**config.mk**
```make
export PLATFORM = sky130hd
export DESIGN_NAME = text_console_cursor_controller
export DESIGN_NICKNAME = d
export VERILOG_FILES = /design/src/tcc_pkg.sv /design/src/tcc_front.sv /design/src/tcc_back.sv /design/src/text_console_cursor_controller.sv
export SDC_FILE = /design/constraint.sdc
export NUM_CORES = 1
export LEC_CHECK = 0
export BUFFER_PORTS_ARGS = -buffer_cell sky130_fd_sc_hd__buf_2
export CORE_ASPECT_RATIO = 1.2
export CORE_MARGIN = 2
export CORE_UTILIZATION = 55
export CTS_CLUSTER_SIZE = 8
export DETAILED_ROUTE_END_ITERATION = 12
export PLACE_DENSITY = 0.83
export SLEW_MARGIN = 20
export SYNTH_ARGS = -nofsm -noshare
export SYNTH_HDL_FRONTEND = slang
export SYNTH_SLANG_ARGS = --single-unit
```
**constraint.sdc**
```tcl
create_clock -name clk -period 10.65 [get_ports clk]
set_input_delay 1.065 -clock clk [delete_from_list [all_inputs] [get_ports clk]]
set_output_delay 1.065 -clock clk [all_outputs]
set_load 0.01 [all_outputs]
```
**src/tcc_pkg.sv**
```systemverilog
// ----------------------------------------------------------------------------
// tcc_pkg
// Shared types and constants for the text console cursor controller.
// ----------------------------------------------------------------------------
package tcc_pkg;

    localparam int MAX_COLUMNS = 256;
    localparam int MAX_ROWS    = 128;
    localparam int TAB_WIDTH   = 4;

    localparam int COL_W    = 8;    // cursor column / cell_col
    localparam int ROW_W    = 7;    // cursor row / cell_row
    localparam int COLS_W   = 9;    // cols_in_use
    localparam int ROWS_W   = 8;    // rows_in_use
    localparam int GLYPH_W  = 7;
    localparam int CODE_W   = 8;
    localparam int TAB_BITS = $clog2(TAB_WIDTH);
    localparam int CNT_W    = $clog2(TAB_WIDTH + 1);

    localparam int QDEPTH  = 2;
    localparam int QPTR_W  = 1;
    localparam int QCNT_W  = 2;

    // request opcodes
    localparam logic OP_PUT   = 1'b0;
    localparam logic OP_CLEAR = 1'b1;

    // configuration register indexes
    localparam logic REG_COLS = 1'b0;
    localparam logic REG_ROWS = 1'b1;

    localparam logic [CODE_W-1:0]  CHAR_NL        = 8'h0A;
    localparam logic [CODE_W-1:0]  CHAR_CR        = 8'h0D;
    localparam logic [CODE_W-1:0]  CHAR_TAB       = 8'h09;
    localparam logic [CODE_W-1:0]  CHAR_SPACE     = 8'h20;
    localparam logic [CODE_W-1:0]  CHAR_PRINT_MIN = 8'd32;
    localparam logic [CODE_W-1:0]  CHAR_HIGH      = 8'd128;
    localparam logic [GLYPH_W-1:0] GLYPH_SUBST    = 7'h3F;

    typedef enum logic [1:0] {
        ACT_DRAW   = 2'd0,
        ACT_SCROLL = 2'd1,
        ACT_CLEAR  = 2'd2
    } action_t;

    typedef enum logic [2:0] {
        K_PRINT,
        K_TAB,
        K_NEWLINE,
        K_RETURN,
        K_CTRL,
        K_CLEAR
    } cmd_kind_t;

    typedef struct packed {
        cmd_kind_t          kind;
        logic [GLYPH_W-1:0] glyph;
    } cmd_t;

    typedef enum logic [1:0] {
        B_IDLE,
        B_CTRL,
        B_DRAW,
        B_SCROLL
    } back_state_t;

endpackage

```
**src/tcc_front.sv**
```systemverilog
// ----------------------------------------------------------------------------
// tcc_front
// Accepts input requests, classifies them and queues the commands.
// ----------------------------------------------------------------------------
module tcc_front
    import tcc_pkg::*;
(
    input  logic              clk,
    input  logic              rst_n,
    input  logic              in_valid,
    output logic              in_ready,
    input  logic              in_opcode,
    input  logic [CODE_W-1:0] in_code,
    output logic              q_valid,
    output cmd_t              q_cmd,
    input  logic              q_pop
);

    cmd_t              mem [QDEPTH];
    logic [QPTR_W-1:0] wr_ptr_reg, wr_ptr_next;
    logic [QPTR_W-1:0] rd_ptr_reg, rd_ptr_next;
    logic [QCNT_W-1:0] count_reg,  count_next;
    logic              push;
    cmd_t              cmd_in;

    always_comb
    begin
        cmd_in.glyph = (in_code >= CHAR_HIGH) ? GLYPH_SUBST : in_code[GLYPH_W-1:0];
        if (in_opcode == OP_CLEAR)
        begin
            cmd_in.kind = K_CLEAR;
        end
        else if (in_code == CHAR_NL)
        begin
            cmd_in.kind = K_NEWLINE;
        end
        else if (in_code == CHAR_CR)
        begin
            cmd_in.kind = K_RETURN;
        end
        else if (in_code == CHAR_TAB)
        begin
            cmd_in.kind  = K_TAB;
            cmd_in.glyph = CHAR_SPACE[GLYPH_W-1:0];
        end
        else if (in_code >= CHAR_PRINT_MIN)
        begin
            cmd_in.kind = K_PRINT;
        end
        else
        begin
            cmd_in.kind = K_CTRL;
        end
    end

    assign in_ready = (count_reg != QCNT_W'(QDEPTH));
    assign push     = in_valid && in_ready;
    assign q_valid  = (count_reg != '0);
    assign q_cmd    = mem[rd_ptr_reg];

    always_comb
    begin
        wr_ptr_next = push  ? wr_ptr_reg + 1'b1 : wr_ptr_reg;
        rd_ptr_next = q_pop ? rd_ptr_reg + 1'b1 : rd_ptr_reg;
        count_next  = count_reg + QCNT_W'(push) - QCNT_W'(q_pop);
    end

    always_ff @(posedge clk)
    begin
        if (push)
        begin
            mem[wr_ptr_reg] <= cmd_in;
        end
    end

    always_ff @(posedge clk or negedge rst_n)
    begin
        if (!rst_n)
        begin
            wr_ptr_reg <= '0;
            rd_ptr_reg <= '0;
            count_reg  <= '0;
        end
        else
        begin
            wr_ptr_reg <= wr_ptr_next;
            rd_ptr_reg <= rd_ptr_next;
            count_reg  <= count_next;
        end
    end

endmodule

```
**src/tcc_back.sv**
```systemverilog
// ----------------------------------------------------------------------------
// tcc_back
// Executes queued commands: tracks the cursor and emits draw, scroll and
// clear results through an output register.
// ----------------------------------------------------------------------------
module tcc_back
    import tcc_pkg::*;
(
    input  logic               clk,
    input  logic               rst_n,
    input  logic               cfg_we,
    input  logic               cfg_sel,
    input  logic [COLS_W-1:0]  cfg_wdata,
    input  logic               q_valid,
    input  cmd_t               q_cmd,
    output logic               q_pop,
    output logic               out_valid,
    input  logic               out_ready,
    output action_t            out_action,
    output logic [GLYPH_W-1:0] out_glyph,
    output logic [COL_W-1:0]   out_col,
    output logic [ROW_W-1:0]   out_row,
    output logic               out_last
);

    back_state_t        state_reg, state_next;
    cmd_t               cmd_reg, cmd_next;
    logic [CNT_W-1:0]   cnt_reg, cnt_next;
    logic [COL_W-1:0]   col_reg, col_next;
    logic [ROW_W-1:0]   line_reg, line_next;
    logic [COLS_W-1:0]  cols_reg;
    logic [ROWS_W-1:0]  rows_reg;

    logic               ov_reg;
    action_t            oact_reg;
    logic [GLYPH_W-1:0] oglyph_reg;
    logic [COL_W-1:0]   ocol_reg;
    logic [ROW_W-1:0]   orow_reg;
    logic               olast_reg;

    logic               emit;
    action_t            e_act;
    logic [GLYPH_W-1:0] e_glyph;
    logic [COL_W-1:0]   e_col;
    logic [ROW_W-1:0]   e_row;
    logic               e_last;
    logic               out_free;

    logic [COLS_W-1:0]  cols_eff;
    logic [ROWS_W-1:0]  rows_eff;
    logic [ROW_W-1:0]   rows_last;
    logic [COLS_W-1:0]  col_inc;
    logic               wrap;
    logic [ROWS_W-1:0]  draw_line;
    logic               draw_scroll;
    logic [ROWS_W-1:0]  ctrl_line;
    logic               ctrl_scroll;
    logic [CNT_W-1:0]   tab_cnt;

    assign out_free = !ov_reg || out_ready;

    always_comb
    begin
        if (cols_reg == '0)
            cols_eff = COLS_W'(1);
        else if (cols_reg > COLS_W'(MAX_COLUMNS))
            cols_eff = COLS_W'(MAX_COLUMNS);
        else
            cols_eff = cols_reg;

        if (rows_reg == '0)
            rows_eff = ROWS_W'(1);
        else if (rows_reg > ROWS_W'(MAX_ROWS))
            rows_eff = ROWS_W'(MAX_ROWS);
        else
            rows_eff = rows_reg;
    end

    assign rows_last   = ROW_W'(rows_eff - ROWS_W'(1));
    assign col_inc     = {1'b0, col_reg} + COLS_W'(1);
    assign wrap        = (col_inc >= cols_eff);
    assign draw_line   = {1'b0, line_reg} + ROWS_W'(wrap);
    assign draw_scroll = (draw_line >= rows_eff);
    assign ctrl_line   = {1'b0, line_reg} + ROWS_W'(cmd_reg.kind == K_NEWLINE);
    assign ctrl_scroll = (ctrl_line >= rows_eff);
    // spaces up to the next tab stop
    assign tab_cnt     = CNT_W'(TAB_WIDTH) - CNT_W'(col_reg[TAB_BITS-1:0]);

    // next state
    always_comb
    begin
        state_next = state_reg;
        unique case (state_reg)
            B_IDLE:
            begin
                if (q_valid)
                begin
                    if (q_cmd.kind inside {K_PRINT, K_TAB})
                        state_next = B_DRAW;
                    else
                        state_next = B_CTRL;
                end
            end
            B_CTRL:
            begin
                if ((cmd_reg.kind != K_CLEAR && !ctrl_scroll) || out_free)
                    state_next = B_IDLE;
            end
            B_DRAW:
            begin
                if (out_free)
                begin
                    if (draw_scroll)
                        state_next = B_SCROLL;
                    else if (cnt_reg == CNT_W'(1))
                        state_next = B_IDLE;
                end
            end
            B_SCROLL:
            begin
                if (out_free)
                    state_next = (cnt_reg == '0) ? B_IDLE : B_DRAW;
            end
            default: state_next = B_IDLE;
        endcase
    end

    // datapath and result generation
    always_comb
    begin
        q_pop     = 1'b0;
        cmd_next  = cmd_reg;
        cnt_next  = cnt_reg;
        col_next  = col_reg;
        line_next = line_reg;
        emit      = 1'b0;
        e_act     = ACT_DRAW;
        e_glyph   = '0;
        e_col     = '0;
        e_row     = '0;
        e_last    = 1'b0;
        unique case (state_reg)
            B_IDLE:
            begin
                if (q_valid)
                begin
                    q_pop    = 1'b1;
                    cmd_next = q_cmd;
                    cnt_next = (q_cmd.kind == K_TAB) ? tab_cnt : CNT_W'(1);
                end
            end
            B_CTRL:
            begin
                if (cmd_reg.kind == K_CLEAR)
                begin
                    if (out_free)
                    begin
                        emit      = 1'b1;
                        e_act     = ACT_CLEAR;
                        e_last    = 1'b1;
                        col_next  = '0;
                        line_next = '0;
                    end
                end
                else
                begin
                    if (cmd_reg.kind == K_NEWLINE || cmd_reg.kind == K_RETURN)
                        col_next = '0;
                    if (ctrl_scroll)
                    begin
                        emit   = out_free;
                        e_act  = ACT_SCROLL;
                        e_last = 1'b1;
                        if (out_free)
                            line_next = rows_last;
                        else
                            col_next = col_reg;
                    end
                    else
                    begin
                        line_next = ctrl_line[ROW_W-1:0];
                    end
                end
            end
            B_DRAW:
            begin
                if (out_free)
                begin
                    emit      = 1'b1;
                    e_act     = ACT_DRAW;
                    e_glyph   = cmd_reg.glyph;
                    e_col     = col_reg;
                    e_row     = line_reg;
                    e_last    = (cnt_reg == CNT_W'(1)) && !draw_scroll;
                    cnt_next  = cnt_reg - CNT_W'(1);
                    col_next  = wrap ? '0 : col_inc[COL_W-1:0];
                    line_next = draw_scroll ? rows_last : draw_line[ROW_W-1:0];
                end
            end
            B_SCROLL:
            begin
                if (out_free)
                begin
                    emit   = 1'b1;
                    e_act  = ACT_SCROLL;
                    e_last = (cnt_reg == '0);
                end
            end
            default: ;
        endcase
    end

    always_ff @(posedge clk)
    begin
        if (emit)
        begin
            oact_reg   <= e_act;
            oglyph_reg <= e_glyph;
            ocol_reg   <= e_col;
            orow_reg   <= e_row;
            olast_reg  <= e_last;
        end
        cmd_reg <= cmd_next;
        cnt_reg <= cnt_next;
    end

    always_ff @(posedge clk or negedge rst_n)
    begin
        if (!rst_n)
        begin
            state_reg <= B_IDLE;
            col_reg   <= '0;
            line_reg  <= '0;
            ov_reg    <= 1'b0;
            cols_reg  <= COLS_W'(80);
            rows_reg  <= ROWS_W'(25);
        end
        else
        begin
            state_reg <= state_next;
            col_reg   <= col_next;
            line_reg  <= line_next;
            if (emit)
                ov_reg <= 1'b1;
            else if (out_ready)
                ov_reg <= 1'b0;
            if (cfg_we && cfg_sel == REG_COLS)
                cols_reg <= cfg_wdata;
            if (cfg_we && cfg_sel == REG_ROWS)
                rows_reg <= cfg_wdata[ROWS_W-1:0];
        end
    end

    assign out_valid  = ov_reg;
    assign out_action = oact_reg;
    assign out_glyph  = oglyph_reg;
    assign out_col    = ocol_reg;
    assign out_row    = orow_reg;
    assign out_last   = olast_reg;

`ifndef SYNTHESIS
    a_draw_cnt: assert property (@(posedge clk) disable iff (!rst_n)
        (state_reg == B_DRAW) |-> (cnt_reg != '0))
        else $error("draw state with no cells left");

    a_clear_home: assert property (@(posedge clk) disable iff (!rst_n)
        (emit && e_act == ACT_CLEAR) |=> (col_reg == '0 && line_reg == '0))
        else $error("clear did not home the cursor");

    a_scroll_row: assert property (@(posedge clk) disable iff (!rst_n)
        (emit && e_act == ACT_SCROLL) |-> (line_next == rows_last))
        else $error("scroll left cursor off the last row");

    a_no_overwrite: assert property (@(posedge clk) disable iff (!rst_n)
        (ov_reg && !out_ready) |-> !emit)
        else $error("result register overwritten while stalled");
`endif

endmodule

```
**src/text_console_cursor_controller.sv**
```systemverilog
// ----------------------------------------------------------------------------
// text_console_cursor_controller
// Character stream to console draw / scroll / clear commands.
// ----------------------------------------------------------------------------
//  channel   signals                   contents
//  s_axis    tvalid tready tdata tuser  tdata[7:0] char_code, tuser[0] opcode
//  m_axis    tvalid tready tdata tuser  tdata glyph/cell_col/cell_row,
//            tlast                      tuser[1:0] action, tlast last
//  cfg       valid ready index data     index 0 cols_in_use, 1 rows_in_use
//
//  The back sequencer fetches a command from the queue while idle, then emits
//  that command's results in turn and returns to idle before the next fetch.
//  The front takes a request each cycle while its two-entry queue has room.
//  Output stalls hold the sequencer only.
//  rst_n is asynchronous; reset homes the cursor and loads 80 x 25.
// ----------------------------------------------------------------------------
module text_console_cursor_controller
    import tcc_pkg::*;
(
    input  logic        clk,
    input  logic        rst_n,
    input  logic        s_axis_tvalid,
    output logic        s_axis_tready,
    input  logic [7:0]  s_axis_tdata,   // [7:0] char_code
    input  logic [0:0]  s_axis_tuser,   // [0] opcode
    output logic        m_axis_tvalid,
    input  logic        m_axis_tready,
    output logic [23:0] m_axis_tdata,   // [6:0] glyph, [14:7] cell_col,
                                        // [21:15] cell_row, [23:22] zero
    output logic [1:0]  m_axis_tuser,   // [1:0] action
    output logic        m_axis_tlast,
    input  logic        cfg_valid,
    output logic        cfg_ready,
    input  logic        cfg_index,
    input  logic [8:0]  cfg_data
);

    logic               q_valid;
    cmd_t               q_cmd;
    logic               q_pop;
    action_t            act;
    logic [GLYPH_W-1:0] glyph;
    logic [COL_W-1:0]   cell_col;
    logic [ROW_W-1:0]   cell_row;

    assign cfg_ready = 1'b1;

    tcc_front u_front (
        .clk       (clk),
        .rst_n     (rst_n),
        .in_valid  (s_axis_tvalid),
        .in_ready  (s_axis_tready),
        .in_opcode (s_axis_tuser[0]),
        .in_code   (s_axis_tdata),
        .q_valid   (q_valid),
        .q_cmd     (q_cmd),
        .q_pop     (q_pop)
    );

    tcc_back u_back (
        .clk        (clk),
        .rst_n      (rst_n),
        .cfg_we     (cfg_valid && cfg_ready),
        .cfg_sel    (cfg_index),
        .cfg_wdata  (cfg_data),
        .q_valid    (q_valid),
        .q_cmd      (q_cmd),
        .q_pop      (q_pop),
        .out_valid  (m_axis_tvalid),
        .out_ready  (m_axis_tready),
        .out_action (act),
        .out_glyph  (glyph),
        .out_col    (cell_col),
        .out_row    (cell_row),
        .out_last   (m_axis_tlast)
    );

    assign m_axis_tdata = {2'b00, cell_row, cell_col, glyph};
    assign m_axis_tuser = act;

endmodule

```
Yosys cells after proc, flatten, opt, wreduce, memory -nomap -nowiden:

Memories as Yosys holds them, arrays and structs flattened.
Index checks and enable logic that the tools add are counted.

* bits in registers: 77
* bits in writable memories: 20
* bits of input ports: 24
* output and inout bits: 30
* memories: 1

* add/subtract/negate cells: 10
* magnitude comparators: 7
* equality and inequality tests: 20
* muxes and demuxes: 62
* bitwise operators: 1
* reductions and logical operators: 27

Memory list
* u_front.mem: words 2, width 10, read ports 1, clocked after memory_dff 0, wr ports 1, RTL line tcc_front.sv:19 `cmd_t mem [QDEPTH];`

Operator list (number)
* 2-to-1 mux 7 bit: 11
* 2-to-1 mux 8 bit: 9
* equality test 8 x 4 -> 1 bit, second input constant: 3
* 2-to-1 mux 3 bit: 8
* 2-to-1 mux 2 bit: 10
* 2-to-1 mux 9 bit: 2
* adder 7 x 1 -> 8 bit: 2
* >= comparator 8 bit: 2
* one-hot mux 8 bit (2 select lines): 1
* 2-to-1 mux 1 bit: 15
* one-hot mux 7 bit (2 select lines): 1
* nonzero test 2 bit: 5
* adder 8 x 1 -> 9 bit, second input constant: 1
* >= comparator 9 bit: 1
* greater-than comparator 9 bit, second input constant: 1
* logical NOT 9 bit: 1
* >= comparator 8 x 6 -> 1 bit, second input constant: 1
* >= comparator 8 bit, second input constant: 1
* greater-than comparator 8 bit, second input constant: 1
* logical NOT 8 bit: 1
* one-hot mux 2 bit (4 select lines): 1
* subtractor 7 x 1 -> 7 bit, second input constant: 1
* equality test 3 x 1 -> 1 bit, second input constant: 2
* equality test 3 x 2 -> 1 bit, second input constant: 2
* 28 further kinds: 44

Depth between registers and ports, before layout:

* depth after elaboration: 10
* mapped depth: 23

Cells and area by module:

From an unflattened synthesis, not the netlist that was laid out.

* cell total of the unflattened synthesis: 500
* area, all modules: 5527.8 µm²

By module, submodules not included
* tcc_back: instances 1, cells an instance 427, area each 4458.0 µm², sequential area each 2023.2 µm²
* tcc_front: instances 1, cells an instance 68, area each 1039.7 µm², sequential area each 700.7 µm²
* text_console_cursor_controller: instances 1, cells an instance 5, area each 30.0 µm², sequential area each 0.0 µm²

Worst setup path before layout:

Ideal clock, no wire load.

* path kind: register to register
* from: reg u_back.col_reg[0]
* to: reg u_back.olast_reg (netlist: u_back.out_last) (data pin)
* setup time: 0.146 ns
* arrival time: 4.121 ns
* required time: 10.504 ns
* slack: 6.383 ns
* stages on the path, launching flop included: 19
* path buffers: 0
* cell sequence: dfrtp_1 ha_1 nand3_1 or3_1 nand2_1 ha_1 and3_1 a221oi_1 o21ai_0 ha_1 ha_1 xor2_1 ha_1 a211oi_1 o21ai_0 a21oi_1 a22oi_1 or4_1 a21oi_1

* word-level cells in the longest chain between the ends: 8

RTL lines
* from (decl): RTL line tcc_back.sv:29 `logic [COL_W-1:0] col_reg, col_next;`
* from (signal assigned): RTL line tcc_back.sv:241 `col_reg <= col_next;`
* adder 8 x 1 -> 9 bit: RTL line tcc_back.sv:80 `assign col_inc = {1'b0, col_reg} + COLS_W'(1);`
* >= comparator 9 bit: RTL line tcc_back.sv:81 `assign wrap = (col_inc >= cols_eff);`
* adder 7 x 1 -> 8 bit: RTL line tcc_back.sv:82 `assign draw_line = {1'b0, line_reg} + ROWS_W'(wrap);`
* >= comparator 8 bit: RTL line tcc_back.sv:83 `assign draw_scroll = (draw_line >= rows_eff);`
* logical NOT 1 bit: RTL line tcc_back.sv:194 `e_last = (cnt_reg == CNT_W'(1)) && !draw_scroll;`
* logical AND 1 bit: RTL line tcc_back.sv:194
* 2-to-1 mux 1 bit: RTL line tcc_back.sv:187 `if (out_free)`
* one-hot mux 1 bit (3 select lines): RTL line tcc_back.sv:142 `unique case (state_reg)`
* named net u_back.e_last: RTL line tcc_back.sv:46 `logic e_last;`
* to (signal assigned): RTL line tcc_back.sv:221 `olast_reg <= e_last;`
* to (decl): RTL line tcc_back.sv:39 `logic olast_reg;`

The timed path passes the listed nets, and every way through them passes these cells.
A chain may end at the register's enable or synchronous reset.

Worst setup path after layout:

Same ends and word-level chain as after synthesis.

==> results.ini <==
[status]
status=completed

[synth]
async_flop_share=0.4021
synth_edf_count=58
synth_top_area_share=0.3216
ys_top_cells_by_area=edfxtp_1 32%, dfrtp_1 16%, ha_1 9.5%
seq_area_frac_synth=0.5030
syn_area_per_cell_sq_um=10.90
synth_ff_type=edfxtp_1
postSynthCellCount=497
ys_seq_elements=97
synth_common_cells=58 x edfxtp_1, 42 x nand2_1, 41 x ha_1
ys_types=54
yosysMostFrequentCell=edfxtp_1
syn_area_sq_um=5415
synth_top_area_cell=edfxtp_1
ys.warnings.count=0

[worst_setup_path]
worstPathCellList=ha_1 -> nand3_1 -> or3_1 -> nand2_1 -> ha_1 -> and3_1 -> a221oi_1 -> o21ai_0 -> ha_1 -> ha_1 -> xor2_1 -> ha_1 -> a211oi_1 -> o21ai_0 -> a21oi_1 -> buf_4 -> a22oi_1 -> or4_1 -> a21oi_1
required_ns=10.85
worstPathArrival_ns=5.02
cp_top_family=simple AND/OR/NAND/NOR gates
worst-path-buf-inv=1
rrSetupSlack_ns=5.83
cpMostUsedCell=ha_1
slowest_delay_ns=0.47
critPathMaxFanout=13
critPathKind=reg2reg
start_kind=register
endpoint_kind=register
critPathSlowestCell=or4_1

[clock_network]
path_clk_slew_ns=0.07
clock_latency_ns=0.35
postCtsSetupRepairBufs=0
numCtsBuffers=9
cts_hold_buf=0
cts_tree=built
clockRootBuffer=clkbuf_16
clock-sinks=97
cts-resized-gates=0
cts_max_level=3
clk_path_buf_depth=2

[finish]
area_growth_pct=10.93
diodes=0
largest_reg_flops=20
postLayoutCellArea_sq_um=6007
final_core_util=0.6281
final_layout_size_suffix_gt1_frac=0.1971
nets=603

[placement]
portBuffers=50
placedInstanceArea_sq_um=5724
globalplace.congestion=0.9592
dp_slack_ns=5.909
dp_hpwl_mm=8.233

[timing]
timing.final.ws_setup_ns=5.828
rsz0062_at_grt=false
hold_viol_final=0
finalMaxSlewViolations=0
tns_ns=0
setup_viol=0
finalCritPeriodShare=0.4528
fmaxAchievable_mhz=207.4
period_needed_ns=4.822
relSlewSlack=0.3122
fin_skew_ns=0.008794
tightest_slew_ns=1.030

[die]
start_util=0.5662
top_level_ports=54
die_w_um=94.58
fp.dieH_um=112.7
fp-row-count=39
core_area_sq_um=9564
dieArea_sq_um=10660

[global_route]
grt_max_degree=40
grt_overflow=0
antenna_found_initial=0
grt_pass1_vias=3876
grt_pass1_wl_mm=18.64
grt_use_total=0.2261

[route]
vias_per_cell=5.889
drc=0
drtIter0Drc=277
dr.pass1.iters=5
final_antenna_net_count=0
vias=3922
drt-wirelength-per-cell_um=17.08
routed_wl_mm=11.37

[power]
p_leak_uw=0.002582
vdd_drop_max_v=0.0001339
p_per_area_nw_per_um2=284.4
total_power_uw=1708

[hold_path]
hp-class=reg2reg

[run]
maxCapViolCount=0

-- layout make-up --
cell class,count,area [sq um]
tap,123,153.9
inverter,25,93.84
sequential,97,2724
multi-input combinational,354,2499
clock buffer,10,229.0
fill,768,3557
timing repair buffer,51,257.7
clock inverter,6,50.05
-- per-stage QoR --
step	hold slack, ns	cells
2_1_floorplan	0.4608	498
3_3_place_gp	0.4756	650
3_5_place_dp	0.4986	650
4_1_cts	0.5089	666
5_1_grt	0.5214	666
6_report	0.5140	666
-- cell usage in the layout (no fill, tap or decap), types with 6 or more instances in the layout --
cell	instances
edfxtp_1	58
buf_2	50
nand2_1	42
ha_1	40
nor2_1	39
dfrtp_1	34
and3_1	28
mux2_2	27
o21ai_0	26
inv_1	23
a21oi_1	16
xnor2_1	15
nand2b_1	12
nor3_1	11
clkbuf_16	9
nand3_1	8
mux2i_1	7
nor2b_1	7
xor2_1	6
a31oi_1	6
-- metal layers --
metal / vias to the layer above / track usage / share of wire
li1: 1889 / - / -
met1: 1873 / 0.2820 / 0.41
met2: 132 / 0.3895 / 0.51
met3: 28 / 0.03595 / 0.047
met4: 0 / 0.09469 / 0.033
met5: - / 0 / 0
-- cell families (layout without fill, tap and decap cells) --
logic type,Yosys count,count (layout),share of synthesized area
buf+inv,47,92,0.03697
other cells,2,3,0.001387
mux,36,36,0.07463
flops,97,97,0.5030
simple gates,172,172,0.1594
xor+xnor,21,21,0.03397
fa+ha+maj,41,41,0.09473
compound gates,81,81,0.09589
-- power breakdown --
group	internal (uW)	total [uW]	switching [uW]
Clock	162	305	143
Sequential	568	656	87.9
Combinational	300	747	447
-- final timing paths --
| path | startpoint | to | depth (start not counted) |
|---|---|---|---|
| max | u_back.col_reg[0] | u_back.out_last | 19 |
| min | u_front.wr_ptr_reg | u_front.wr_ptr_reg | 1 |
| max reg2reg | u_back.col_reg[0] | u_back.out_last | 19 |
| min reg2reg | u_front.wr_ptr_reg | u_front.wr_ptr_reg | 1 |
| max in group asynchronous | rst_n | u_back.line_reg[1] | 1 |
| min in group asynchronous | rst_n | u_back.rows_reg[2] | 1 |
Note: power is estimated with default switching activity, not from simulation.
